==> config.mk <==
export PLATFORM = sky130hd
export DESIGN_NAME = abgt_merge_flat
export DESIGN_NICKNAME = d
export VERILOG_FILES = /design/src/rtl/abgt_pkg.sv /design/src/rtl/abgt_if.sv /design/src/rtl/abgt_merge.sv /design/src/flat_wrapper.sv
export SDC_FILE = /design/constraint.sdc
export NUM_CORES = 1
export LEC_CHECK = 0
export BUFFER_PORTS_ARGS = -buffer_cell sky130_fd_sc_hd__buf_2
export CAP_MARGIN = 40
export CORE_AREA = 3 3 152 154
export DETAILED_ROUTE_END_ITERATION = 10
export DIE_AREA = 0 0 155 157
export GPL_TIMING_DRIVEN = 0
export MAX_ROUTING_LAYER = met4
export SLEW_MARGIN = 20
export SYNTH_ARGS = -nofsm -noshare
export SYNTH_HDL_FRONTEND = slang
export SYNTH_SLANG_ARGS = --single-unit
==> constraint.sdc <==
create_clock -name clk -period 6.9 [get_ports clk]
set_clock_uncertainty 0.2 [all_clocks]
set_input_delay 1.38 -clock clk [delete_from_list [all_inputs] [get_ports clk]]
set_output_delay 1.38 -clock clk [all_outputs]
set_load 0.02 [all_outputs]
==> src/rtl/abgt_pkg.sv <==
// ---------------------------------------------------------------------------
// abgt_pkg
// Widths, types and fixed-point helpers for the two-axis alpha-beta-gamma
// tracker.
// ---------------------------------------------------------------------------
`default_nettype none

package abgt_pkg;

    localparam int FRAC_BITS = 16;

    localparam int POS_W  = 32;
    localparam int DT_W   = 24;
    localparam int GAIN_W = 18;
    localparam int E_W    = POS_W + 1;

    // multiplier: magnitude of a 32/33-bit value times dt or a gain
    localparam int MUL_A_W = POS_W;
    localparam int MUL_B_W = DT_W;
    localparam int PROD_W  = MUL_A_W + MUL_B_W;

    localparam int WIDE_W = 64;

    // divider numerator: |e|*gain + dt/2, or remainder<<FRAC_BITS + dt/2
    localparam int DIV_GAIN_W = POS_W + GAIN_W + 2;
    localparam int DIV_REM_W  = DT_W + FRAC_BITS + 1;
    localparam int DIV_W      = (DIV_GAIN_W > DIV_REM_W) ? DIV_GAIN_W : DIV_REM_W;
    localparam int DIV_CNT_W  = $clog2(DIV_W + 1);

    // acceleration term caps at 2^33
    localparam int QH_SH = 33 - FRAC_BITS;

    localparam int CFG_IDX_W = 2;
    localparam logic [CFG_IDX_W-1:0] CFG_ALPHA = 2'd0;
    localparam logic [CFG_IDX_W-1:0] CFG_BETA  = 2'd1;
    localparam logic [CFG_IDX_W-1:0] CFG_GAMMA = 2'd2;

    localparam logic [GAIN_W-1:0] ALPHA_RST = 18'd65536;
    localparam logic [GAIN_W-1:0] BETA_RST  = 18'd26214;
    localparam logic [GAIN_W-1:0] GAMMA_RST = 18'd6554;

    typedef logic signed [WIDE_W-1:0] wide_t;
    typedef logic signed [POS_W-1:0]  pos_t;

    localparam wide_t SAT_HI  = wide_t'(64'sd2147483647);
    localparam wide_t SAT_LO  = wide_t'(-64'sd2147483648);
    localparam logic [WIDE_W-1:0] MAG_CAP = 64'd1 << 33;

    typedef struct packed {
        logic [GAIN_W-1:0] alpha;
        logic [GAIN_W-1:0] beta;
        logic [GAIN_W-1:0] gamma;
    } gains_t;

    typedef struct packed {
        logic            start;
        pos_t            obs;
        logic [DT_W-1:0] dt;
    } lane_cmd_t;

    typedef struct packed {
        logic done;
        pos_t pos;
        pos_t vel;
        pos_t acc;
    } lane_stat_t;

    typedef struct packed {
        logic             start;
        logic [DIV_W-1:0] num;
        logic [DT_W-1:0]  den;
    } div_req_t;

    typedef struct packed {
        logic             done;
        logic [DIV_W-1:0] quo;
        logic [DT_W-1:0]  rem;
    } div_rsp_t;

    typedef enum logic [3:0] {
        L_IDLE,
        L_MUL_VD,
        L_MUL_ADD,
        L_PRED,
        L_ERR,
        L_POS,
        L_BDIV_LD,
        L_BDIV,
        L_GDIV_LD,
        L_GDIV,
        L_HDIV_LD,
        L_HDIV,
        L_RDIV_LD,
        L_RDIV
    } lane_state_t;

    function automatic logic [MUL_A_W-1:0] mag32(input pos_t x);
        return x[POS_W-1] ? MUL_A_W'(-x) : MUL_A_W'(x);
    endfunction

    function automatic logic [MUL_A_W-1:0] mag_e(input logic signed [E_W-1:0] x);
        return x[E_W-1] ? MUL_A_W'(-x) : MUL_A_W'(x);
    endfunction

    // round half away from zero on a magnitude
    function automatic logic [PROD_W-1:0] rnd_shift(input logic [PROD_W-1:0] m,
                                                   input int sh);
        logic [PROD_W:0] s;
        s = {1'b0, m} + ((PROD_W+1)'(1) << (sh - 1));
        return PROD_W'(s >> sh);
    endfunction

    function automatic wide_t sgn_apply(input logic neg, input logic [WIDE_W-1:0] m);
        return neg ? -wide_t'(m) : wide_t'(m);
    endfunction

    function automatic pos_t sat32(input wide_t x);
        if (x > SAT_HI)
            return pos_t'(SAT_HI);
        else if (x < SAT_LO)
            return pos_t'(SAT_LO);
        else
            return pos_t'(x);
    endfunction

endpackage

`default_nettype wire

==> src/rtl/abgt_if.sv <==
// ---------------------------------------------------------------------------
// abgt_if
// Valid/ready channels of the tracker: observations, estimates, config.
// ---------------------------------------------------------------------------
`default_nettype none


interface abgt_est_if
    import abgt_pkg::*;
();
    logic valid;
    logic ready;
    pos_t out_pos_x;
    pos_t out_pos_y;
    pos_t out_vel_x;
    pos_t out_vel_y;
    pos_t out_acc_x;
    pos_t out_acc_y;
    logic zero_dt_error;

    modport source (output valid, output out_pos_x, output out_pos_y, output out_vel_x,
                    output out_vel_y, output out_acc_x, output out_acc_y,
                    output zero_dt_error, input ready);
    modport sink   (input valid, input out_pos_x, input out_pos_y, input out_vel_x,
                    input out_vel_y, input out_acc_x, input out_acc_y,
                    input zero_dt_error, output ready);
endinterface


`default_nettype wire

==> src/rtl/abgt_merge.sv <==
// ---------------------------------------------------------------------------
// abgt_merge
// Joins the completion of both axis lanes, or a zero-dt transaction, into
// one estimate and holds it in the output register until taken.
// ---------------------------------------------------------------------------
`default_nettype none

module abgt_merge
    import abgt_pkg::*;
(
    input  wire logic       clk,
    input  wire logic       rst_n,
    input  wire logic       start,
    input  wire logic       zero_dt,
    input  wire lane_stat_t stat_x,
    input  wire lane_stat_t stat_y,
    output logic            idle,
    abgt_est_if.source      est_ch
);

    logic busy_reg, busy_next;
    logic xdone_reg, xdone_next;
    logic ydone_reg, ydone_next;
    logic pend_reg, pend_next;
    logic perr_reg, perr_next;
    logic ovld_reg, ovld_next;

    pos_t pos_x_reg, pos_y_reg, vel_x_reg, vel_y_reg, acc_x_reg, acc_y_reg;
    logic err_reg;

    logic xdone, ydone, both_done, load;

    assign xdone     = xdone_reg | stat_x.done;
    assign ydone     = ydone_reg | stat_y.done;
    assign both_done = busy_reg & xdone & ydone;
    assign load      = pend_reg & (~ovld_reg | est_ch.ready);
    assign idle      = ~busy_reg & ~pend_reg;

    always_comb
    begin
        busy_next  = busy_reg;
        xdone_next = xdone_reg;
        ydone_next = ydone_reg;
        pend_next  = pend_reg;
        perr_next  = perr_reg;
        ovld_next  = ovld_reg;

        if (est_ch.ready)
            ovld_next = 1'b0;
        if (load)
        begin
            ovld_next = 1'b1;
            pend_next = 1'b0;
        end

        if (start)
        begin
            busy_next  = 1'b1;
            xdone_next = 1'b0;
            ydone_next = 1'b0;
        end
        else if (both_done)
        begin
            busy_next = 1'b0;
            pend_next = 1'b1;
            perr_next = 1'b0;
        end
        else if (busy_reg)
        begin
            xdone_next = xdone;
            ydone_next = ydone;
        end

        if (zero_dt)
        begin
            pend_next = 1'b1;
            perr_next = 1'b1;
        end
    end

    always_ff @(posedge clk or negedge rst_n)
    begin
        if (!rst_n)
        begin
            busy_reg  <= 1'b0;
            xdone_reg <= 1'b0;
            ydone_reg <= 1'b0;
            pend_reg  <= 1'b0;
            perr_reg  <= 1'b0;
            ovld_reg  <= 1'b0;
        end
        else
        begin
            busy_reg  <= busy_next;
            xdone_reg <= xdone_next;
            ydone_reg <= ydone_next;
            pend_reg  <= pend_next;
            perr_reg  <= perr_next;
            ovld_reg  <= ovld_next;
        end
    end

    // lane state is stable while a result is pending
    always_ff @(posedge clk)
    begin
        if (load)
        begin
            pos_x_reg <= stat_x.pos;
            pos_y_reg <= stat_y.pos;
            vel_x_reg <= stat_x.vel;
            vel_y_reg <= stat_y.vel;
            acc_x_reg <= stat_x.acc;
            acc_y_reg <= stat_y.acc;
            err_reg   <= perr_reg;
        end
    end

    assign est_ch.valid         = ovld_reg;
    assign est_ch.out_pos_x     = pos_x_reg;
    assign est_ch.out_pos_y     = pos_y_reg;
    assign est_ch.out_vel_x     = vel_x_reg;
    assign est_ch.out_vel_y     = vel_y_reg;
    assign est_ch.out_acc_x     = acc_x_reg;
    assign est_ch.out_acc_y     = acc_y_reg;
    assign est_ch.zero_dt_error = err_reg;

endmodule

`default_nettype wire

==> src/flat_wrapper.sv <==
// flat-port wrapper written by rule: the top's interface ports become plain ports
module abgt_merge_flat import abgt_pkg::*;
  (clk, rst_n, start, zero_dt, stat_x, stat_y, idle, est_ch_valid, est_ch_out_pos_x, est_ch_out_pos_y, est_ch_out_vel_x, est_ch_out_vel_y, est_ch_out_acc_x, est_ch_out_acc_y, est_ch_zero_dt_error, est_ch_ready);
  abgt_est_if est_ch_i ();
  input  wire logic clk;
  input  wire logic rst_n;
  input  wire logic start;
  input  wire logic zero_dt;
  input  wire lane_stat_t stat_x;
  input  wire lane_stat_t stat_y;
  output logic idle;
  output wire logic [$bits(est_ch_i.valid)-1:0] est_ch_valid;
  output wire logic [$bits(est_ch_i.out_pos_x)-1:0] est_ch_out_pos_x;
  output wire logic [$bits(est_ch_i.out_pos_y)-1:0] est_ch_out_pos_y;
  output wire logic [$bits(est_ch_i.out_vel_x)-1:0] est_ch_out_vel_x;
  output wire logic [$bits(est_ch_i.out_vel_y)-1:0] est_ch_out_vel_y;
  output wire logic [$bits(est_ch_i.out_acc_x)-1:0] est_ch_out_acc_x;
  output wire logic [$bits(est_ch_i.out_acc_y)-1:0] est_ch_out_acc_y;
  output wire logic [$bits(est_ch_i.zero_dt_error)-1:0] est_ch_zero_dt_error;
  input wire logic [$bits(est_ch_i.ready)-1:0] est_ch_ready;
  assign est_ch_valid = est_ch_i.valid;
  assign est_ch_out_pos_x = est_ch_i.out_pos_x;
  assign est_ch_out_pos_y = est_ch_i.out_pos_y;
  assign est_ch_out_vel_x = est_ch_i.out_vel_x;
  assign est_ch_out_vel_y = est_ch_i.out_vel_y;
  assign est_ch_out_acc_x = est_ch_i.out_acc_x;
  assign est_ch_out_acc_y = est_ch_i.out_acc_y;
  assign est_ch_zero_dt_error = est_ch_i.zero_dt_error;
  assign est_ch_i.ready = est_ch_ready;
  abgt_merge u_core (.clk(clk), .rst_n(rst_n), .start(start), .zero_dt(zero_dt), .stat_x(stat_x), .stat_y(stat_y), .idle(idle), .est_ch(est_ch_i));
endmodule
[Word level (Yosys, flattened, before mapping)]
Index checks and enable logic that the tools add are counted.
Word-level totals
  register bits: 199
  output and inout port bits: 195
Operators by class
  equal/unequal tests: 2
  muxes and demuxes: 16
  bitwise logic cells: 10
  reductions and logical operators: 6
Operators by type and width (number)
  1-bit two-way mux: 16
  2-bit nonzero test: 4
  1-bit bitwise AND: 4
  2-bit AND reduction: 2
  1-bit NOT: 3
  1-bit bitwise OR: 3
  2-bit by 1-bit inequality test with 1-bit output (second input constant): 1
  2-bit inequality test (second input constant): 1

[Logic depth before layout (Yosys ltp)]
  depth in word-level cells: 7
  gate-level depth with buffers: 2

[Worst setup path after synthesis]
Ideal clock, no wire load.
  path type: input port to flip-flop
  start point: in est_ch_ready
  end point: reg u_core.acc_x_reg[0] (netlist: u_core.est_ch.out_acc_x[0]), enable pin
  library setup time: 576 ps
  arrival time: 5881 ps
  data required time: 6124 ps
  setup slack: 243 ps
  stages on the path: 2
  path buffers: 0
  cell sequence: nand2b_1 and2_1
On the way
  cells in the longest elaborated chain, start to end: 2
Ends and longest elaborated chain
  start: declaration: RTL line flat_wrapper.sv:20  | input wire logic [$bits(est_ch_i.ready)-1:0] est_ch_ready;
  1-bit bitwise OR: RTL line abgt_merge.sv:36  | assign load = pend_reg & (~ovld_reg | est_ch.ready);
  1-bit bitwise AND: RTL line abgt_merge.sv:36
  net u_core.load: RTL line abgt_merge.sv:31  | logic xdone, ydone, both_done, load;
  end signal: assignment: RTL line abgt_merge.sv:112  | acc_x_reg <= stat_x.acc;
  end: declaration: RTL line abgt_merge.sv:28  | pos_t pos_x_reg, pos_y_reg, vel_x_reg, vel_y_reg, acc_x_reg, acc_y_reg;
The timed path passes the listed nets, and every way through them passes these cells.
A chain may end at the register's enable or synchronous reset.

[Worst setup path in the final report]
  start point: reg u_core.busy_reg
  end point: out idle
On the way
  cells in the longest elaborated chain, start to end: 2
Ends and longest elaborated chain
  start: declaration: RTL line abgt_merge.sv:21  | logic busy_reg, busy_next;
  start signal: assignment: RTL line abgt_merge.sv:94  | busy_reg <= busy_next;
  1-bit NOT: RTL line abgt_merge.sv:37  | assign idle = ~busy_reg & ~pend_reg;
  1-bit bitwise AND: RTL line abgt_merge.sv:37
  end: declaration: RTL line flat_wrapper.sv:11  | output logic idle;
No other way between the ends.

==> reports/results.txt <==
Final GP Congestion: 0.7888
Status: finished, final reports clean
Worst Max-Slew Pin Slew: 0.4927 ns
Via-to-Cell Ratio: 4.014
Chip Height: 157 µm
LEAKAGE: 3.825 nW
WL per Instance: 17.22 µm
Synthesized-area fraction occupied by adder cells: 0%
DP Cell Count: 895
Final Net Count: 833
Synth cell types: 13
Antenna-violating nets left: 0
Tcrit/Tclk final: 39.70%
Largest net degree at the start of global routing: 49
Sequential share of the synthesized area: 98.04%
Core area: 0.02182 mm²
Post-Syn Nets: 417
#FFs+latches synth: 199
Initial DRT Pass Iterations: 4
Cell count after synthesis: 218
Post-Synth Simple-Gate Area: 1.011%
Internal power: 2.032 mW
Achievable frequency: 365.1 MHz
Power per standard cell area: 302.7 mW/mm²
First-pass GRT wire length: 22,610 µm
Buffer type at the clock tree root: clkbuf_16
P_sw: 0.7013 mW
Std-Cell Rows: 54
Mapped Avg Cell Area: 27.82 µm²
Clock-pin slew on the worst setup and hold paths: 0.07 ns
Max clock buf depth: 2
Gr ovfl total: 0
CP bufs+invs: 1
Max-Cap Viols: 0
Share of post-route cells with drive strength above 1: 66.10%
Synth Area in XOR/XNOR: 0%
Area Overhead vs Synth: 48.94%
Crit Path Class: reg -> out
CP max stage cell: dfrtp_1
CTS sink cnt: 199
Combinational cell fraction of total power: 12.4%
VDD IR max: 149.4 µV
Max-slew violations: 0
Final hold slack: 0.2759 ns
Final hold violation count: 0
Crit path max fanout: 5
Rel. slew slack: 67.16%
Most frequent cells in the layout: buf_2 (393), edfxtp_1 (193), clkbuf_16 (17), clkinv_4 (6), dfrtp_1 (6)
Post-CTS resize count: 0
WP data required: 5.32 ns
Die X: 155 µm
Largest family of logic cells by synthesized area: simple AND/OR/NAND/NOR gates
Wirelength, routed: 16,070 µm
Overall power: 2.734 mW
Antenna violations before repair: 7
Sw Share: 25.65%
CP top delay family: flip-flops
Post-CTS Hold Buffers: 0
Compound-cell area share of the yosys netlist: 0.7015%
Final min period: 2.739 ns
Core occupancy in the finished layout: 41.39%
Crit path launch type: register
CTS buffer count: 17
# IOs: 394
CP cell instances: nor2_1 -> buf_2
Setup slack, reg-to-reg: 4.85 ns
RSZ-0062 raised after global routing: no
Worst-skew pair later-pin latency: 0.41 ns
H-tree depth: 4
Final setup viols: 0
DRC viols: 0
Setup bufs post-CTS: 0
Tightest Hold Check Type: reg -> reg
Commonest non-fill, non-tap cell in the layout: buf_2
Die ar.: 0.02434 mm²
Setup TNS Final: 0 ns
Critical Path Max Stage Delay: 0.43 ns
CTS tree: built
Mux cell area share after synthesis: 0%
# port buffers: 393
Critical Path End Type: primary output
Sequential cell fraction of total power: 53.9%
GRT Total Usage: 12.96%
Fill count: 2,031
Drt initial violations: 196
Layout Cells excl Fill: 933
Synth warn: 0
DP HPWL: 12,670 µm
Vias in the first global route: 3,830
Mapped Area: 0.006065 mm²
Clock Power Share: 33.8%
CP arrival: 1.16 ns
Vias: 3,745
Initial Util: 27.79%
==> logic make-up (layout without fill, tap and decap cells) <==
group,Yosys count,after routing
other,0,7
and+or+nand+nor,9,9
AOI/OAI and AO/OA,6,6
buffers and inverters,4,432
DFF,199,199
==> routing by layer <==
layer	routed length (µm)	vias to the layer above	track usage (%)	part of all wire, %
met4	129	0	3.322	0.80
met2	8209	226	21.33	51
met5	0	-	-	0
met3	1611	6	5.362	10
met1	6118	1793	14.78	38
li1	-	1720	-	-
==> power groups by stage <==
stage / Sequential [mW] / Clock, mW / Combinational (mW)
floorplan: 1.65 / 0 / 0.0401
global placement: 1.53 / 0 / 0.329
detailed placement: 1.50 / 0 / 0.346
CTS: 1.47 / 0.961 / 0.346
global route: 1.48 / 1.01 / 0.363
finish: 1.47 / 0.924 / 0.338
==> area by class of cell <==
| type | count | area (µm²) | area share [%] |
|---|---|---|---|
| multi-input cells | 15 | 106.4 | 1.177 |
| well taps | 280 | 350.3 | 3.879 |
| repair buffers | 397 | 2047 | 22.66 |
| clock buffers | 17 | 425.4 | 4.710 |
| diodes | 7 | 17.52 | 0.1939 |
| clock inverters | 14 | 125.1 | 1.385 |
| inverters | 4 | 15.01 | 0.1662 |
| flip-flops and latches | 199 | 5946 | 65.83 |
==> path summary, 6_finish.rpt <==
path                                                  from                                    end  cells past startpoint
min in group asynchronous                            rst_n            u_core.perr_reg$_DFFE_PN0P_                      1
max in group asynchronous                            rst_n           u_core.ydone_reg$_DFFE_PN0P_                      1
setup reg to reg           u_core.est_ch.valid$_DFFE_PN0P_  u_core.est_ch.out_vel_x[13]$_DFFE_PP_                      4
setup / recovery               u_core.busy_reg$_DFFE_PN0P_                                   idle                      2
hold reg to reg                u_core.perr_reg$_DFFE_PN0P_  u_core.est_ch.zero_dt_error$_DFFE_PP_                      0
hold / removal                 u_core.perr_reg$_DFFE_PN0P_  u_core.est_ch.zero_dt_error$_DFFE_PP_                      0
==> per-stage QoR <==
| stage | area [µm²] | setup slack, ns |
|---|---|---|
| finish | 9032 | 4.161 |
| CTS | 9015 | 4.101 |
| detailed placement | 8464 | 3.676 |
| global route | 9032 | 4.057 |
| floorplan | 6065 | 0.2430 |
| global placement | 8382 | -1.724 |
==> cell usage after synthesis <==
cell type	number	area, µm²
a31oi_1	1	6.260
nand4bb_1	2	22.52
a221o_1	1	10.01
edfxtp_1	193	5796
o22a_1	1	8.760
inv_1	4	15.01
nor2_1	2	7.510
and2_1	1	6.260
nand2b_1	2	12.51
nor2b_1	2	12.51
o21bai_1	1	7.510
dfrtp_1	6	150.1
a21oi_1	2	10.01
Power figures use the tool's default switching activity.
