===== src/rtl/abgt_pkg.sv =====
// ---------------------------------------------------------------------------
// abgt_pkg
// Widths, types and fixed-point helpers for the two-axis alpha-beta-gamma
// tracker.
// ---------------------------------------------------------------------------
`default_nettype none

package abgt_pkg;

    localparam int FRAC_BITS = 16;

    localparam int POS_W  = 32;
    localparam int DT_W   = 24;
    localparam int GAIN_W = 18;
    localparam int E_W    = POS_W + 1;

    // multiplier: magnitude of a 32/33-bit value times dt or a gain
    localparam int MUL_A_W = POS_W;
    localparam int MUL_B_W = DT_W;
    localparam int PROD_W  = MUL_A_W + MUL_B_W;

    localparam int WIDE_W = 64;

    // divider numerator: |e|*gain + dt/2, or remainder<<FRAC_BITS + dt/2
    localparam int DIV_GAIN_W = POS_W + GAIN_W + 2;
    localparam int DIV_REM_W  = DT_W + FRAC_BITS + 1;
    localparam int DIV_W      = (DIV_GAIN_W > DIV_REM_W) ? DIV_GAIN_W : DIV_REM_W;
    localparam int DIV_CNT_W  = $clog2(DIV_W + 1);

    // acceleration term caps at 2^33
    localparam int QH_SH = 33 - FRAC_BITS;

    localparam int CFG_IDX_W = 2;
    localparam logic [CFG_IDX_W-1:0] CFG_ALPHA = 2'd0;
    localparam logic [CFG_IDX_W-1:0] CFG_BETA  = 2'd1;
    localparam logic [CFG_IDX_W-1:0] CFG_GAMMA = 2'd2;

    localparam logic [GAIN_W-1:0] ALPHA_RST = 18'd65536;
    localparam logic [GAIN_W-1:0] BETA_RST  = 18'd26214;
    localparam logic [GAIN_W-1:0] GAMMA_RST = 18'd6554;

    typedef logic signed [WIDE_W-1:0] wide_t;
    typedef logic signed [POS_W-1:0]  pos_t;

    localparam wide_t SAT_HI  = wide_t'(64'sd2147483647);
    localparam wide_t SAT_LO  = wide_t'(-64'sd2147483648);
    localparam logic [WIDE_W-1:0] MAG_CAP = 64'd1 << 33;

    typedef struct packed {
        logic [GAIN_W-1:0] alpha;
        logic [GAIN_W-1:0] beta;
        logic [GAIN_W-1:0] gamma;
    } gains_t;

    typedef struct packed {
        logic            start;
        pos_t            obs;
        logic [DT_W-1:0] dt;
    } lane_cmd_t;

    typedef struct packed {
        logic done;
        pos_t pos;
        pos_t vel;
        pos_t acc;
    } lane_stat_t;

    typedef struct packed {
        logic             start;
        logic [DIV_W-1:0] num;
        logic [DT_W-1:0]  den;
    } div_req_t;

    typedef struct packed {
        logic             done;
        logic [DIV_W-1:0] quo;
        logic [DT_W-1:0]  rem;
    } div_rsp_t;

    typedef enum logic [3:0] {
        L_IDLE,
        L_MUL_VD,
        L_MUL_ADD,
        L_PRED,
        L_ERR,
        L_POS,
        L_BDIV_LD,
        L_BDIV,
        L_GDIV_LD,
        L_GDIV,
        L_HDIV_LD,
        L_HDIV,
        L_RDIV_LD,
        L_RDIV
    } lane_state_t;

    function automatic logic [MUL_A_W-1:0] mag32(input pos_t x);
        return x[POS_W-1] ? MUL_A_W'(-x) : MUL_A_W'(x);
    endfunction

    function automatic logic [MUL_A_W-1:0] mag_e(input logic signed [E_W-1:0] x);
        return x[E_W-1] ? MUL_A_W'(-x) : MUL_A_W'(x);
    endfunction

    // round half away from zero on a magnitude
    function automatic logic [PROD_W-1:0] rnd_shift(input logic [PROD_W-1:0] m,
                                                   input int sh);
        logic [PROD_W:0] s;
        s = {1'b0, m} + ((PROD_W+1)'(1) << (sh - 1));
        return PROD_W'(s >> sh);
    endfunction

    function automatic wide_t sgn_apply(input logic neg, input logic [WIDE_W-1:0] m);
        return neg ? -wide_t'(m) : wide_t'(m);
    endfunction

    function automatic pos_t sat32(input wide_t x);
        if (x > SAT_HI)
            return pos_t'(SAT_HI);
        else if (x < SAT_LO)
            return pos_t'(SAT_LO);
        else
            return pos_t'(x);
    endfunction

endpackage

`default_nettype wire


===== src/rtl/abgt_div.sv =====
// ---------------------------------------------------------------------------
// abgt_div
// Restoring divider, one quotient bit per cycle, DIV_W-bit numerator by
// DT_W-bit divisor. Quotient and remainder hold until the next start.
// ---------------------------------------------------------------------------
`default_nettype none

module abgt_div
    import abgt_pkg::*;
(
    input  wire logic     clk,
    input  wire logic     rst_n,
    input  wire div_req_t req,
    output div_rsp_t      rsp
);

    logic [DIV_CNT_W-1:0] cnt_reg, cnt_next;
    logic                 done_reg, done_next;
    logic [DIV_W-1:0]     num_reg, num_next;
    logic [DT_W-1:0]      rem_reg, rem_next;
    logic [DT_W-1:0]      den_reg, den_next;

    logic [DT_W:0] trial;
    logic          ge;

    assign trial = {rem_reg, num_reg[DIV_W-1]};
    assign ge    = (trial >= {1'b0, den_reg});

    always_comb
    begin
        cnt_next  = cnt_reg;
        done_next = 1'b0;
        num_next  = num_reg;
        rem_next  = rem_reg;
        den_next  = den_reg;
        if (req.start)
        begin
            cnt_next = DIV_CNT_W'(DIV_W);
            num_next = req.num;
            rem_next = '0;
            den_next = req.den;
        end
        else if (cnt_reg != '0)
        begin
            cnt_next  = cnt_reg - 1'b1;
            done_next = (cnt_reg == DIV_CNT_W'(1));
            num_next  = {num_reg[DIV_W-2:0], ge};
            rem_next  = ge ? DT_W'(trial - {1'b0, den_reg}) : DT_W'(trial);
        end
    end

    always_ff @(posedge clk or negedge rst_n)
    begin
        if (!rst_n)
        begin
            cnt_reg  <= '0;
            done_reg <= 1'b0;
        end
        else
        begin
            cnt_reg  <= cnt_next;
            done_reg <= done_next;
        end
    end

    always_ff @(posedge clk)
    begin
        num_reg <= num_next;
        rem_reg <= rem_next;
        den_reg <= den_next;
    end

    assign rsp.done = done_reg;
    assign rsp.quo  = num_reg;
    assign rsp.rem  = rem_reg;

endmodule

`default_nettype wire


===== src/rtl/abgt_lane.sv =====
// ---------------------------------------------------------------------------
// abgt_lane
// One tracking axis: position, velocity and acceleration state, a shared
// multiplier with registered product and a sequencer over its own divider.
// ---------------------------------------------------------------------------
`default_nettype none

module abgt_lane
    import abgt_pkg::*;
(
    input  wire logic      clk,
    input  wire logic      rst_n,
    input  wire lane_cmd_t cmd,
    input  wire gains_t    gains,
    output lane_stat_t     stat
);

    lane_state_t state_reg, state_next;

    pos_t p_reg, p_next;
    pos_t v_reg, v_next;
    pos_t a_reg, a_next;

    pos_t                   z_reg, z_next;
    logic [DT_W-1:0]        d_reg, d_next;
    logic [PROD_W-1:0]      prod_reg, prod_next;
    logic                   mneg_reg, mneg_next;
    pos_t                   ad_reg, ad_next;
    wide_t                  pt_reg, pt_next;
    pos_t                   pp_reg, pp_next;
    pos_t                   pv_reg, pv_next;
    logic signed [E_W-1:0]  e_reg, e_next;
    logic signed [E_W-1:0]  e_diff;
    logic [DIV_W-1:0]       qh_reg, qh_next;

    logic [MUL_A_W-1:0] mul_a;
    logic [MUL_B_W-1:0] mul_b;
    logic               mul_neg;
    logic               mul_en;
    logic               lane_done;

    div_req_t div_req;
    div_rsp_t div_rsp;

    logic [DIV_W-1:0]  half_d;
    logic [WIDE_W-1:0] t_mag;
    logic              t_cap;

    abgt_div u_div (
        .clk   (clk),
        .rst_n (rst_n),
        .req   (div_req),
        .rsp   (div_rsp)
    );

    assign half_d = DIV_W'(d_reg >> 1);
    assign e_diff = E_W'(z_reg) - E_W'(pp_reg);

    // acceleration term from qh = u div d and the last rounded quotient
    assign t_cap = ((qh_reg >> QH_SH) != '0);
    always_comb
    begin
        t_mag = (WIDE_W'(qh_reg) << FRAC_BITS) + WIDE_W'(div_rsp.quo);
        if (t_cap || (t_mag > MAG_CAP))
            t_mag = MAG_CAP;
    end

    // next state
    always_comb
    begin
        state_next = state_reg;
        case (state_reg)
            L_IDLE:    if (cmd.start) state_next = L_MUL_VD;
            L_MUL_VD:  state_next = L_MUL_ADD;
            L_MUL_ADD: state_next = L_PRED;
            L_PRED:    state_next = L_ERR;
            L_ERR:     state_next = L_POS;
            L_POS:     state_next = L_BDIV_LD;
            L_BDIV_LD: state_next = L_BDIV;
            L_BDIV:    if (div_rsp.done) state_next = L_GDIV_LD;
            L_GDIV_LD: state_next = L_GDIV;
            L_GDIV:    if (div_rsp.done) state_next = L_HDIV_LD;
            L_HDIV_LD: state_next = L_HDIV;
            L_HDIV:    if (div_rsp.done) state_next = L_RDIV_LD;
            L_RDIV_LD: state_next = L_RDIV;
            L_RDIV:    if (div_rsp.done) state_next = L_IDLE;
            default:   state_next = L_IDLE;
        endcase
    end

    // multiplier operands, divider requests, completion
    always_comb
    begin
        mul_a         = '0;
        mul_b         = '0;
        mul_neg       = 1'b0;
        mul_en        = 1'b0;
        div_req.start = 1'b0;
        div_req.num   = '0;
        div_req.den   = d_reg;
        lane_done     = 1'b0;
        case (state_reg)
            L_IDLE:
            begin
                mul_en  = cmd.start;
                mul_a   = mag32(a_reg);
                mul_b   = cmd.dt;
                mul_neg = a_reg[POS_W-1];
            end
            L_MUL_VD:
            begin
                mul_en  = 1'b1;
                mul_a   = mag32(v_reg);
                mul_b   = d_reg;
                mul_neg = v_reg[POS_W-1];
            end
            L_MUL_ADD:
            begin
                mul_en  = 1'b1;
                mul_a   = mag32(ad_reg);
                mul_b   = d_reg;
                mul_neg = ad_reg[POS_W-1];
            end
            L_ERR:
            begin
                mul_en  = 1'b1;
                mul_a   = mag_e(e_diff);
                mul_b   = MUL_B_W'(gains.alpha);
                mul_neg = e_diff[E_W-1];
            end
            L_POS:
            begin
                mul_en  = 1'b1;
                mul_a   = mag_e(e_reg);
                mul_b   = MUL_B_W'(gains.beta);
                mul_neg = e_reg[E_W-1];
            end
            L_BDIV_LD:
            begin
                div_req.start = 1'b1;
                div_req.num   = DIV_W'(prod_reg) + half_d;
                mul_en        = 1'b1;
                mul_a         = mag_e(e_reg);
                mul_b         = MUL_B_W'(gains.gamma);
                mul_neg       = e_reg[E_W-1];
            end
            L_GDIV_LD:
            begin
                div_req.start = 1'b1;
                div_req.num   = DIV_W'(prod_reg) + half_d;
            end
            L_HDIV_LD:
            begin
                div_req.start = 1'b1;
                div_req.num   = div_rsp.quo;
            end
            L_RDIV_LD:
            begin
                div_req.start = 1'b1;
                div_req.num   = (DIV_W'(div_rsp.rem) << FRAC_BITS) + half_d;
            end
            L_RDIV:
            begin
                lane_done = div_rsp.done;
            end
            default:
            begin
                mul_en = 1'b0;
            end
        endcase
    end

    // datapath updates
    always_comb
    begin
        p_next    = p_reg;
        v_next    = v_reg;
        a_next    = a_reg;
        z_next    = z_reg;
        d_next    = d_reg;
        prod_next = mul_en ? (PROD_W'(mul_a) * PROD_W'(mul_b)) : prod_reg;
        mneg_next = mul_en ? mul_neg : mneg_reg;
        ad_next   = ad_reg;
        pt_next   = pt_reg;
        pp_next   = pp_reg;
        pv_next   = pv_reg;
        e_next    = e_reg;
        qh_next   = qh_reg;
        case (state_reg)
            L_IDLE:
            begin
                if (cmd.start)
                begin
                    z_next = cmd.obs;
                    d_next = cmd.dt;
                end
            end
            L_MUL_VD:
            begin
                ad_next = sat32(sgn_apply(mneg_reg,
                                WIDE_W'(rnd_shift(prod_reg, FRAC_BITS))));
            end
            L_MUL_ADD:
            begin
                pt_next = wide_t'(p_reg) + sgn_apply(mneg_reg,
                                WIDE_W'(rnd_shift(prod_reg, FRAC_BITS)));
            end
            L_PRED:
            begin
                pp_next = sat32(pt_reg + sgn_apply(mneg_reg,
                                WIDE_W'(rnd_shift(prod_reg, FRAC_BITS + 1))));
                pv_next = sat32(wide_t'(v_reg) + wide_t'(ad_reg));
            end
            L_ERR:
            begin
                e_next = e_diff;
            end
            L_POS:
            begin
                p_next = sat32(wide_t'(pp_reg) + sgn_apply(e_reg[E_W-1],
                                WIDE_W'(rnd_shift(prod_reg, FRAC_BITS))));
            end
            L_BDIV:
            begin
                if (div_rsp.done)
                    v_next = sat32(wide_t'(pv_reg) + sgn_apply(e_reg[E_W-1],
                                   WIDE_W'(div_rsp.quo)));
            end
            L_HDIV:
            begin
                if (div_rsp.done)
                    qh_next = div_rsp.quo;
            end
            L_RDIV:
            begin
                if (div_rsp.done)
                    a_next = sat32(wide_t'(a_reg) + sgn_apply(e_reg[E_W-1], t_mag));
            end
            default:
            begin
                qh_next = qh_reg;
            end
        endcase
    end

    always_ff @(posedge clk or negedge rst_n)
    begin
        if (!rst_n)
        begin
            state_reg <= L_IDLE;
            p_reg     <= '0;
            v_reg     <= '0;
            a_reg     <= '0;
        end
        else
        begin
            state_reg <= state_next;
            p_reg     <= p_next;
            v_reg     <= v_next;
            a_reg     <= a_next;
        end
    end

    always_ff @(posedge clk)
    begin
        z_reg    <= z_next;
        d_reg    <= d_next;
        prod_reg <= prod_next;
        mneg_reg <= mneg_next;
        ad_reg   <= ad_next;
        pt_reg   <= pt_next;
        pp_reg   <= pp_next;
        pv_reg   <= pv_next;
        e_reg    <= e_next;
        qh_reg   <= qh_next;
    end

    assign stat.done = lane_done;
    assign stat.pos  = p_reg;
    assign stat.vel  = v_reg;
    assign stat.acc  = a_reg;

endmodule

`default_nettype wire


===== config.mk =====
export PLATFORM = sky130hd
export DESIGN_NAME = abgt_lane
export DESIGN_NICKNAME = d
export VERILOG_FILES = /design/src/rtl/abgt_pkg.sv /design/src/rtl/abgt_div.sv /design/src/rtl/abgt_lane.sv
export SDC_FILE = /design/constraint.sdc
export NUM_CORES = 2
export LEC_CHECK = 0
export BUFFER_PORTS_ARGS = -buffer_cell sky130_fd_sc_hd__buf_2
export CORE_MARGIN = 2
export CORE_UTILIZATION = 40
export CTS_BUF_LIST = sky130_fd_sc_hd__clkbuf_4 sky130_fd_sc_hd__clkbuf_8 sky130_fd_sc_hd__clkbuf_16
export DETAILED_ROUTE_END_ITERATION = 12
export MAX_ROUTING_LAYER = met4
export PLACE_DENSITY = 0.61
export SYNTH_ARGS = -nofsm -noshare
export SYNTH_HDL_FRONTEND = slang
export SYNTH_SLANG_ARGS = --single-unit

===== constraint.sdc =====
create_clock -name clk -period 16.9 [get_ports clk]
set_input_delay 0 -clock clk [delete_from_list [all_inputs] [get_ports clk]]
set_output_delay 0 -clock clk [all_outputs]
set_load 0.02 [all_outputs]

; ---- After elaboration in Yosys (flattened, before gate mapping)
; Index checks and enable logic that the tools add are counted.
[word_totals]
ff_bits = 565
input_bits = 113
out_inout_bits = 97
word_cells = 131
[op_classes]
n_addsub = 23
multipliers = 1
n_lt_le_gt_ge = 14
n_eq_ne = 20
mux = 39
reduce_logical = 15
[ops]
columns = cell, n
row1 = $mux 32, 14
row2 = $mux 64, 6
row3 = $gt 64x32->1 const B, 5
row4 = $lt 64x32->1 const B, 5
row5 = $add 32x64->64, 4
row6 = $neg 32->32, 5
row7 = $pmux 32 s5, 1
row8 = $pmux 53 s3, 1
row9 = $pmux 24 s5, 1
row10 = $mux 52, 2
row11 = $add 64x52->64, 1
row12 = $add 64x64->64, 1
row13 = $gt 64x34->1 const B, 1
row14 = $neg 40->64, 1
row15 = $neg 41->64, 1
row16 = $neg 52->64, 1
row17 = $neg 64->64, 1
row18 = $add 56x16->57 const B, 1
row19 = $add 56x17->57 const B, 1
row20 = $mul 32x24->56, 1
row21 = $pmux 4 s14, 1
row22 = $add 52x23->52, 1
row23 = $reduce_bool 52->1, 1
row24 = $add 40x23->41, 1
row25 = other kinds (28), 54

; ---- Logic depth before layout (Yosys ltp)
[depth]
word_depth = 10
mapped_depth = 50
ltp_nobuf = 48

; ---- By module
; From an unflattened synthesis, not the netlist that was laid out.
[unflattened]
cells_unflattened = 10143
hier_area_um2 = 84582.4
[by_module_without_submodules]
columns = mod, instances, cells_per_inst, area_each_um2, seq_area_each_um2
row1 = abgt_lane, 1, 9666, 78944.5, 13252.7
row2 = abgt_div, 1, 477, 5637.9, 2937.8

; ---- Worst setup path before layout
; Ideal clock, no wire load.
[synth_timing]
path_kind = reg2reg
startpoint = register z_reg[0]
endpoint = register prod_reg[55], data pin
setup_ps = 264
arrival_ps = 11205
required_time_ps = 16636
path_slack_ps = 5431
path_stages_with_launch = 48
path_buffers = 2
period_less_slack_ps = 11469
path_cell_list = edfxtp_1 inv_1 ha_1 inv_1 fa_1 a21o_1 a21oi_1 o21bai_1 a221o_1 a211oi_1 o21ai_1 a211oi_2 xnor2_1 nor4_1 or4b_2 o31a_1 xnor2_1 o21ai_1 [... 12 more ...] fa_1 inv_1 ha_1 clkbuf_1 and3_1 a221oi_1 o21ai_0 a21oi_1 o21bai_1 a21o_1 a21oi_1 o31ai_1 nand2_1 and3_1 o21bai_1 a221o_1 a211oi_1 xnor2_1
[synth_between]
elab_chain_len = 5
[synth_rtl]
columns = element, line
row1 = "start, declared", abgt_lane.sv:24  ; pos_t z_reg, z_next;
row2 = "start signal, assigned", abgt_lane.sv:266  ; z_reg <= z_next;
row3 = $sub 32x32->33 *, abgt_lane.sv:57  ; assign e_diff = E_W'(z_reg) - E_W'(pp_reg);
row4 = named net e_diff[20], abgt_lane.sv:33  ; logic signed [E_W-1:0] e_diff;
row5 = $neg 32->32, abgt_pkg.sv:102  ; return x[E_W-1] ? MUL_A_W'(-x) : MUL_A_W'(x);
row6 = $mux 32 *, abgt_pkg.sv:102
row7 = $pmux 32 s5 *, abgt_lane.sv:102  ; case (state_reg)
row8 = $mul 32x24->56 *, abgt_lane.sv:181  ; prod_next = mul_en ? (PROD_W'(mul_a) * PROD_W'(mul_b)) : prod_reg;
row9 = "end signal, assigned", abgt_lane.sv:268  ; prod_reg <= prod_next;
row10 = "end, declared", abgt_lane.sv:26  ; logic [PROD_W-1:0] prod_reg, prod_next;
; Mark *: on every way through the listed nets, which the timed path passes. The rest lies on a longest branch.
; A chain may end at the register's enable or synchronous reset.

; ---- Worst setup path in the final report
[layout_timing]
startpoint = register z_reg[0]
endpoint = register prod_reg[54], data pin
[layout_between]
elab_chain_len = 5
[layout_rtl]
columns = element, line
row1 = $sub 32x32->33 *, abgt_lane.sv:57
row2 = $neg 32->32, abgt_pkg.sv:102
row3 = $mux 32 *, abgt_pkg.sv:102
row4 = $pmux 32 s5 *, abgt_lane.sv:102
row5 = $mul 32x24->56 *, abgt_lane.sv:181
; Every way passes the cells marked *; elsewhere a longest branch is shown, timed or not.

==> impl_metrics.toml <==
[synthesis]
netlist_area_um2 = 83900
syn-num-nets = 11600
async_reset_ff_share_pct = 18.9
synth-seq-cells = 565
ys_types = 98
ys.flop_type = "edfxtp_1"
yosysSeqAreaShare_pct = 19.3
synth-edff-count = 434
syn_inst = 10100
yosysWarnings = 0
synth_area_per_cell_um2 = 8.29

[floorplan]
io_pins = 210
die_x_um = 462
fp-row-count = 168
die_h_um = 462
die_area_um2 = 213000
initial_core_util_pct = 40.1
core_um2 = 209000

[routing]
met1_length_um = 142000
first_pass_iters = 6
drc = 0
wl_per_cell_um = 26.1
vias = 78000
drt_wl_total_um = 341000
top_layer = "met4"
wl_met3_um = 24900
first_iter_violations = 7535
antenna_left = 0
drt-vias-per-instance = 5.96
routed-wl-met2_um = 153000

[global_routing]
grt_pass1_vias = 76300
grt-ovfl-total = 0
grt_max_degree = 88
grt_pass1_wl_um = 503000
antenna_found_initial = 30
grt_usage_pct = 32.4

[pwr]
pwr-share-clk_pct = 10.6
power_frac_comb_pct = 71.0
p_int_mw = 6.85
p_switching_mw = 8.37
pwr-share-seq_pct = 18.4
leakagePower_nw = 40.0
power_switching_share_pct = 55.0
ir_drop_mv = 0.104
power_density_nw_per_um2 = 166

[finish]
area_growth_pct = 9.17
drive_gt1_share_pct = 6.58
multi_input_area_um2 = 62300
nNetsFinal = 11600
n_fill_cell = 21000
stdcell_count = 13100
seqCellArea_um2 = 16200
largest_reg_flops = 64

[clock_network]
cts_resized = 0
cts_tree = "built"
cts-htree-levels = 3
cts_setup_buffers = 0
root_buffer = "clkbuf_16"
clkLatencyLatePin_ns = 0.72
cts-hold-fix-buffers = 94
clock-sinks = 565
numCtsBuffers = 72
clk_pin_slew_ns = 0.06
clock_path_buffers = 3

[sta]
worst_pin_slew_ns = 1.27
finalClockSkew_ns = 0.0433
fin_tns_setup_ns = 0
report.final.setup_viol = 0
timing.fmax_ghz = 0.0743
final-hold-violation-count = 0
slew-limit-headroom_pct = 14.8
fin_crit_ns = 13.46
rsz0062_at_grt = "no"
fin_crit_sh_pct = 79.7
final_max_slew_viol_count = 0

[worst_setup_path]
cp_common_cell = "fa_1"
path_class = "flop to flop"
crit_start = "z_reg[0]$_DFFE_PP_"
slowest_stage = "a211oi_2"
r2r_end = "prod_reg[54]$_DFFE_PP_"
slowest_delay_ns = 0.60
worst_setup_path_end_kind = "flop"
crit_required_ns = 17.35
critPathTopFamily = "compound AO/OA/AOI/OAI gates"
r2r_cells = 46
crit_fanout = 24
crit_path_start_kind = "flop"
ff2ff_setup_slack_ns = 3.44
arrival_ns = 13.92
r2r_start = "z_reg[0]$_DFFE_PP_"
path_buf_inv = 8

[min_path]
hold_end = "d_reg[10]$_DFFE_PP_"
hp-class = "primary input to flop"
holdPathStages = 2
min_from = "cmd[10]"

[placement]
place_congestion = 1.04
place_inst = 12800
dp_hpwl_um = 274000
portBuffers = 209

[outcome]
status = "complete, no violations"

[job]
maxCapViolations = 0
layer usage:
metal / up-vias / global-route usage [%]
met3: 629 / 4.60
met2: 3174 / 49.4
met4: 0 / 17.5
met5: - / -
met1: 38700 / 41.6
li1: 35500 / -
synthesized netlist by cell type, types with 130 or more instances:
| library cell | count | area share (%) |
|---|---|---|
| xnor2_1 | 507 | 5.3 |
| o21ai_0 | 596 | 3.6 |
| xor2_1 | 366 | 3.8 |
| a21oi_1 | 583 | 3.5 |
| fa_1 | 669 | 16 |
| nand2_1 | 1267 | 5.7 |
| nand2b_1 | 130 | 0.97 |
| nor3_1 | 170 | 1.0 |
| and2_1 | 214 | 1.6 |
| nor2_1 | 592 | 2.6 |
| edfxtp_1 | 434 | 16 |
| inv_1 | 1038 | 4.6 |
| a21o_1 | 274 | 2.5 |
| ha_1 | 664 | 9.9 |
| clkbuf_1 | 429 | 1.9 |
| nand3_1 | 201 | 1.2 |
cell type report:
type,instances,area share (%)
clock inverter,44,0.445
clock buffer,89,2.14
timing repair buffer,469,3.55
antenna,27,0.0738
tap,2805,3.83
multi-input combinational,8049,68.0
inverter,1040,4.26
sequential,565,17.7
cells in the final DEF, fill, tap and decap left out, types with 30 or more instances in the layout:
master / instances
a21oi_1: 581
ha_1: 664
dlygate4sd3_1: 93
a31oi_1: 59
or3_1: 90
xnor2_1: 497
a22oi_1: 77
nand4_1: 127
inv_1: 1035
o21bai_1: 104
or2_2: 62
o31ai_1: 92
nor2_1: 587
buf_4: 165
clkbuf_16: 73
xor2_1: 366
fa_1: 669
nand3_1: 200
o211ai_1: 51
o21a_1: 94
a21o_1: 274
o22ai_1: 52
o31a_1: 43
nor4_1: 127
nand2_1: 1266
nor3_1: 167
and3_1: 83
and2_1: 214
a221o_1: 30
nor2b_1: 94
a211oi_1: 62
a41oi_1: 49
o21ai_0: 585
buf_2: 208
dfrtp_1: 106
edfxtp_1: 434
or4_1: 46
nand2b_1: 130
worst max-delay path by stage:
stage	to	cells after the start
after floorplan	prod_reg[55]$_DFFE_PP_	47
after global placement	prod_reg[55]$_DFFE_PP_	46
after detailed placement	prod_reg[54]$_DFFE_PP_	48
after CTS	prod_reg[54]$_DFFE_PP_	48
after global routing	prod_reg[54]$_DFFE_PP_	48
final	prod_reg[54]$_DFFE_PP_	46
power groups by stage:
stage / registers (mW) / logic [mW] / clock network (mW)
finish: 2.80 / 10.8 / 1.62
global route: 2.82 / 11.7 / 1.69
CTS: 2.78 / 10.6 / 1.64
detailed placement: 2.80 / 10.5 / 0
global placement: 2.80 / 10.5 / 0
floorplan: 2.47 / 7.32 / 0
logic make-up after synthesis:
logic type | synth area share (%)
muxes | 0.334
and+or+nand+nor | 19.0
AOI/OAI and AO/OA | 19.5
xor gates and xnor gates | 9.12
DFF | 19.3
buffers and inverters | 6.78
adders and majority gates | 25.9
per-stage QoR:
step	worst slack (ns)	util, %	instance area [µm²]	total power, mW	hold slack [ns]
3_5_place_dp	3.68	42.2	88200	13.3	-0.0000457
6_report	3.44	43.8	91600	15.2	0.0505
2_1_floorplan	5.43	-	83900	9.79	-0.296
5_1_grt	2.68	43.8	91600	16.3	0.0588
3_3_place_gp	3.86	42.2	88200	13.3	-0.00749
4_1_cts	3.62	43.8	91500	15.1	0.00869
No activity file was read; power rests on OpenSTA's default activity.
